`config.mk`:
```
export PLATFORM = sky130hd
export DESIGN_NAME = sgi_classify
export DESIGN_NICKNAME = d
export VERILOG_FILES = /design/src/hw/rtl/sgi_pkg.sv /design/src/hw/rtl/sgi_classify.sv
export SDC_FILE = /design/constraint.sdc
export NUM_CORES = 2
export LEC_CHECK = 0
export BUFFER_PORTS_ARGS = -buffer_cell sky130_fd_sc_hd__buf_4
export CORE_UTILIZATION = 35
export CTS_CLUSTER_DIAMETER = 150
export DETAILED_ROUTE_END_ITERATION = 7
export PLACE_DENSITY = 0.48
export SETUP_SLACK_MARGIN = 0.02
export SLEW_MARGIN = 5
export SYNTH_ARGS = -nofsm -noshare
export SYNTH_HDL_FRONTEND = slang
export SYNTH_SLANG_ARGS = --single-unit
```
`constraint.sdc`:
```
create_clock -name i_clk -period 7.7 [get_ports i_clk]
set_input_delay 1.155 -clock i_clk [delete_from_list [all_inputs] [get_ports i_clk]]
set_output_delay 1.155 -clock i_clk [all_outputs]
set_load 0.02 [all_outputs]
```
`src/hw/rtl/sgi_pkg.sv`:
```
package sgi_pkg;

    // configuration port geometry
    localparam int APB_DATA_WIDTH = 32;
    localparam int APB_ADDR_WIDTH = 3;

    // register word index, taken from paddr[2]
    localparam logic REG_PARALLEL_THRESHOLD = 1'b0;

    // parallel threshold register, unsigned Q24.8
    localparam int THR_WIDTH = 32;
    localparam logic [THR_WIDTH-1:0] THR_RESET = '0;

endpackage

```
`src/hw/rtl/sgi_classify.sv`:
```
module sgi_classify
    import sgi_pkg::*;
#(
    parameter int W = 16
) (
    input  logic                   i_clk,
    input  logic                   i_rst_n,
    input  logic                   i_en,
    input  logic [THR_WIDTH-1:0]   i_threshold,
    input  logic                   i_valid,
    input  logic signed [W-1:0]    i_ax,
    input  logic signed [W-1:0]    i_ay,
    input  logic signed [W:0]      i_dx,
    input  logic signed [W:0]      i_dy,
    input  logic signed [2*W+2:0]  i_den,
    input  logic signed [2*W+2:0]  i_ns,
    input  logic signed [2*W+2:0]  i_nt,
    output logic                   o_valid,
    output logic                   o_hit,
    output logic signed [W-1:0]    o_ax,
    output logic signed [W-1:0]    o_ay,
    output logic                   o_sx,
    output logic                   o_sy,
    output logic [2*W:0]           o_den,
    output logic [3*W:0]           o_mx,
    output logic [3*W:0]           o_my
);

    localparam int CW = 2 * W + 3;
    localparam int NW = 2 * W + 1;
    localparam int RW = 3 * W + 1;
    localparam int MW = (CW > THR_WIDTH) ? CW : THR_WIDTH;

    // stage 4: parallel test, sign normalization, parameter range checks
    logic                 den_neg;
    logic signed [CW-1:0] den_abs, ns_norm, nt_norm;
    logic signed [W:0]    dx_abs, dy_abs;
    logic                 not_parallel, s_in_range, t_in_range, n_s4_hit;

    always_comb begin
        den_neg      = i_den[CW-1];
        den_abs      = den_neg ? -i_den : i_den;
        ns_norm      = den_neg ? -i_ns : i_ns;
        nt_norm      = den_neg ? -i_nt : i_nt;
        not_parallel = MW'($unsigned(den_abs)) > MW'(i_threshold);
        s_in_range   = !ns_norm[CW-1] && (ns_norm <= den_abs);
        t_in_range   = !nt_norm[CW-1] && (nt_norm <= den_abs);
        n_s4_hit     = not_parallel && s_in_range && t_in_range;
        dx_abs       = i_dx[W] ? -i_dx : i_dx;
        dy_abs       = i_dy[W] ? -i_dy : i_dy;
    end

    logic                r_s4_valid, r_s4_hit, r_s4_sx, r_s4_sy;
    logic signed [W-1:0] r_s4_ax, r_s4_ay;
    logic [W-1:0]        r_s4_dxm, r_s4_dym;
    logic [NW-1:0]       r_s4_den, r_s4_ns;

    always_ff @(posedge i_clk) begin
        if (!i_rst_n) begin
            r_s4_valid <= 1'b0;
        end else if (i_en) begin
            r_s4_valid <= i_valid;
        end
    end

    always_ff @(posedge i_clk) begin
        if (i_en) begin
            r_s4_hit <= n_s4_hit;
            r_s4_ax  <= i_ax;
            r_s4_ay  <= i_ay;
            r_s4_sx  <= i_dx[W];
            r_s4_sy  <= i_dy[W];
            r_s4_dxm <= dx_abs[W-1:0];
            r_s4_dym <= dy_abs[W-1:0];
            r_s4_den <= den_abs[NW-1:0];
            r_s4_ns  <= ns_norm[NW-1:0];
        end
    end

    // stage 5: dividend magnitudes |d| * ns
    logic                r_s5_valid, r_s5_hit, r_s5_sx, r_s5_sy;
    logic signed [W-1:0] r_s5_ax, r_s5_ay;
    logic [NW-1:0]       r_s5_den;
    logic [RW-1:0]       r_s5_mx, r_s5_my;

    always_ff @(posedge i_clk) begin
        if (!i_rst_n) begin
            r_s5_valid <= 1'b0;
        end else if (i_en) begin
            r_s5_valid <= r_s4_valid;
        end
    end

    always_ff @(posedge i_clk) begin
        if (i_en) begin
            r_s5_hit <= r_s4_hit;
            r_s5_ax  <= r_s4_ax;
            r_s5_ay  <= r_s4_ay;
            r_s5_sx  <= r_s4_sx;
            r_s5_sy  <= r_s4_sy;
            r_s5_den <= r_s4_den;
            r_s5_mx  <= RW'(r_s4_dxm) * RW'(r_s4_ns);
            r_s5_my  <= RW'(r_s4_dym) * RW'(r_s4_ns);
        end
    end

    assign o_valid = r_s5_valid;
    assign o_hit   = r_s5_hit;
    assign o_ax    = r_s5_ax;
    assign o_ay    = r_s5_ay;
    assign o_sx    = r_s5_sx;
    assign o_sy    = r_s5_sy;
    assign o_den   = r_s5_den;
    assign o_mx    = r_s5_mx;
    assign o_my    = r_s5_my;

endmodule

```
==> key figures <==
Timing
  – Slew margin rel.: 0.172
  – Fmax: 136 MHz
  – Slew @ Worst Pin: 1.23 ns
  – Worst Skew: 0.0295 ns
  – Endpoints failing setup: 0
  – Min Tclk post-route: 7.33 ns
  – RSZ-0062 raised after global routing: no
  – Setup TNS: 0 ns
  – Period utilization: 0.952
  – Final Max Slew Viols: 0
  – Final hold vios: 0
  – Final WS setup: 0.368 ns

Critical path
  – Worst endpoint required time: 8.07 ns
  – Arr. time, crit path: 7.70 ns
  – Max stage delay cell, worst path: edfxtp_1
  – Most frequent CP cell: fa_1
  – CP endpoint kind: flop
  – Worst Setup Start Kind: flop
  – R2r setup slk: 0.37 ns
  – Worst Path Max Fanout: 12
  – Setup CP Type: reg -> reg
  – Slowest cell delay on critical path: 0.70 ns
  – Critical-path cell list: nand2_1 > fa_1 > inv_1 > fa_1 > inv_1 > fa_1 > inv_1 > fa_1 > fa_1 > inv_1 > fa_1 > inv_1 > ha_1 > and4_1 > and3_1 > nand4b_1 > a2111oi_0 > buf_4 > o21ai_0 > buf_4 > o41a_1 > o221ai_1 > o21ai_0 > xnor2_1

Logic synthesis
  – Top post-synthesis cells by count: 976 x inv_1, 864 x fa_1, 732 x nand2_1, 436 x and2_1, 349 x ha_1
  – Share of flip-flops with an asynchronous set or reset: 0
  – Number of flops mapped to enable cells by yosys: 299
  – Cells after synthesis: 4871
  – Number of different library cells in the post-synthesis netlist: 75
  – Share of the synthesized area in the top cell type: 0.365
  – Most common cell in the netlist: inv_1
  – Synth Register Bits: 301
  – Mapped Nets: 6291
  – Syn avg cell area: 9.72 um^2
  – Post-synthesis cell area: 0.0474 mm^2
  – Yosys top cell by area: fa_1
  – Syn. warnings: 0
  – Area contributors post-synth: fa_1 37%, edfxtp_1 19%, ha_1 9.2%
  – Register area share after synthesis: 0.190
  – Top_reg_cell synth: edfxtp_1

Final layout
  – Fin cells: 6996
  – # diodes: 0
  – Share of cells above drive strength 1: 0.117
  – Final Net Count: 6618
  – Fillers: 13400
  – Area of the multi-input gates: 0.0338 mm^2
  – Syn-to-layout area delta: 14.3%
  – Register area: 0.00902 mm^2

Global route
  – GRT Residual Overflow: 0
  – Largest net degree at the start of global routing: 97
  – Met1 Use GR: 0.238
  – GRT Overall Usage: 0.203
  – Met2 GRT Util: 0.375
  – First-pass GRT wire length: 213000 um
  – Most used routing layer: met2
  – Met3 GRT Util: 0.0393
  – Number of global-route vias before repair: 37200
  – Initial antenna violation count: 8

Route
  – Pre-antenna DRT Iters: 8
  – Routed len/inst: 19.3 um
  – Total number of vias: 34100
  – Final ANT Viol Nets: 0
  – DRC Markers: 1
  – Via/cell ratio: 4.88
  – Total wire length: 135000 um
  – Drt initial violations: 1518

Clock network
  – CTS clk-pin slew, worst paths: 0.06 ns
  – H-tree depth: 2
  – CTS tree: yes
  – Number of hold buffers added after CTS: 0
  – CTS Buffer Depth: 3
  – CTS Buf Count: 44
  – CTS root buf: clkbuf_16
  – Clock Latency Late Sink: 0.64 ns
  – Clock Sinks: 301

Placement
  – Buffers on Ports: 373
  – HPWL Detailed: 112000 um
  – Cell count after placement: 6917
  – Pre-CTS setup slack: 0.347 ns
  – Routability cong.: 0.853

Outcome
  – Failing checks: DRC
  – Outcome: complete, but fails checks

Floorplanning
  – Starting Density: 0.354
  – Die width: 370 um
  – Core footprint: 0.134 mm^2
  – Ports: 374
  – DIE AREA: 0.137 mm^2
  – Die Y-Extent: 370 um
  – Row cnt: 134

Job
  – MaxCap Viol Count: 0

Min path
  – Worst hold path type: reg -> reg
what timing repair did:
| item | CTS | global route |
|---|---|---|
| setup buffers | 0 | 3 |
| gates resized for setup | 0 | 0 |
| endpoints found under the setup margin | 0 | 2 |
routing by layer:
| layer | share of wire | wire, um | up-vias |
|---|---|---|---|
| li1 | - | - | 15700 |
| met1 | 0.39 | 52600 | 17500 |
| met2 | 0.53 | 71700 | 727 |
| met3 | 0.056 | 7580 | 148 |
| met4 | 0.023 | 3140 | 8 |
| met5 | 0.00045 | 61 | - |
sequential cells by signal, summed over array words and instances (netlist names), 33 cells and up:
register  count
o_den        33
r_s4_den     33
o_my         49
o_mx         49
r_s4_ns      33
worst paths after layout:
check                    start   endpoint  cells after the start
hold reg to reg   r_s4_den[20]  o_den[20]                      0
setup reg to reg   r_s4_dym[7]   o_my[47]                     24
hold / removal    r_s4_den[20]  o_den[20]                      0
setup / recovery   r_s4_dym[7]   o_my[47]                     24
layout make-up:
cell class | instances | share of cell area
Timing Repair Buffer | 515 | 0.0739
Multi-Input combinational cell | 3360 | 0.624
Inverter | 976 | 0.0677
Clock inverter | 31 | 0.00606
Clock buffer | 45 | 0.0204
Tap cell | 1768 | 0.0409
Sequential cell | 301 | 0.167
per-stage QoR:
stage,hold WS (ns),instance area [um^2],util
finish,0.415,54100,0.404
detailed placement,0.405,52700,0.394
global placement,0.400,52700,0.394
global route,0.420,54100,0.404
floorplan,0.400,47400,-
CTS,0.415,54100,0.404
logic make-up (layout without fill, tap and decap cells):
kind of cell | Yosys count | after routing | share of synthesized area
AO/OA/AOI/OAI | 463 | 463 | 0.0632
XOR/XNOR | 217 | 217 | 0.0401
adder cells (fa/ha/maj) | 1213 | 1213 | 0.457
buffers and inverters | 1210 | 1567 | 0.0962
flip-flops | 301 | 301 | 0.190
multiplexers | 3 | 3 | 0.000740
AND/OR/NAND/NOR | 1464 | 1464 | 0.152
placed cells by master, fill, tap and decap left out, types with 10 or more instances in the layout:
master	n
inv_1	976
fa_1	864
nand2_1	732
buf_4	504
and2_1	436
ha_1	349
edfxtp_1	299
xnor2_1	165
a21oi_1	121
o21ai_0	113
nor2_1	80
a21o_1	71
xor2_1	52
clkbuf_16	44
nand3_1	33
o31ai_1	29
nand4_1	28
nor2b_1	24
nand2b_1	23
nor3_1	20
and3_1	17
or4_1	16
o41ai_1	16
a211oi_1	16
a31oi_1	14
o21a_1	14
or3_1	10
and4_1	10
buf_12	10
critical path: cells and delay by family, from the launching register on:
kind,cells,cell delay [ns]
fa+ha+maj,7,3.47
compound gates,5,1.39
simple gates,4,0.77
flops,1,0.70
buf+inv,7,0.61
xor+xnor,1,0.14
Power is not shown: default switching activity piles up to over one toggle a cycle in this logic, so the estimate is an artifact.
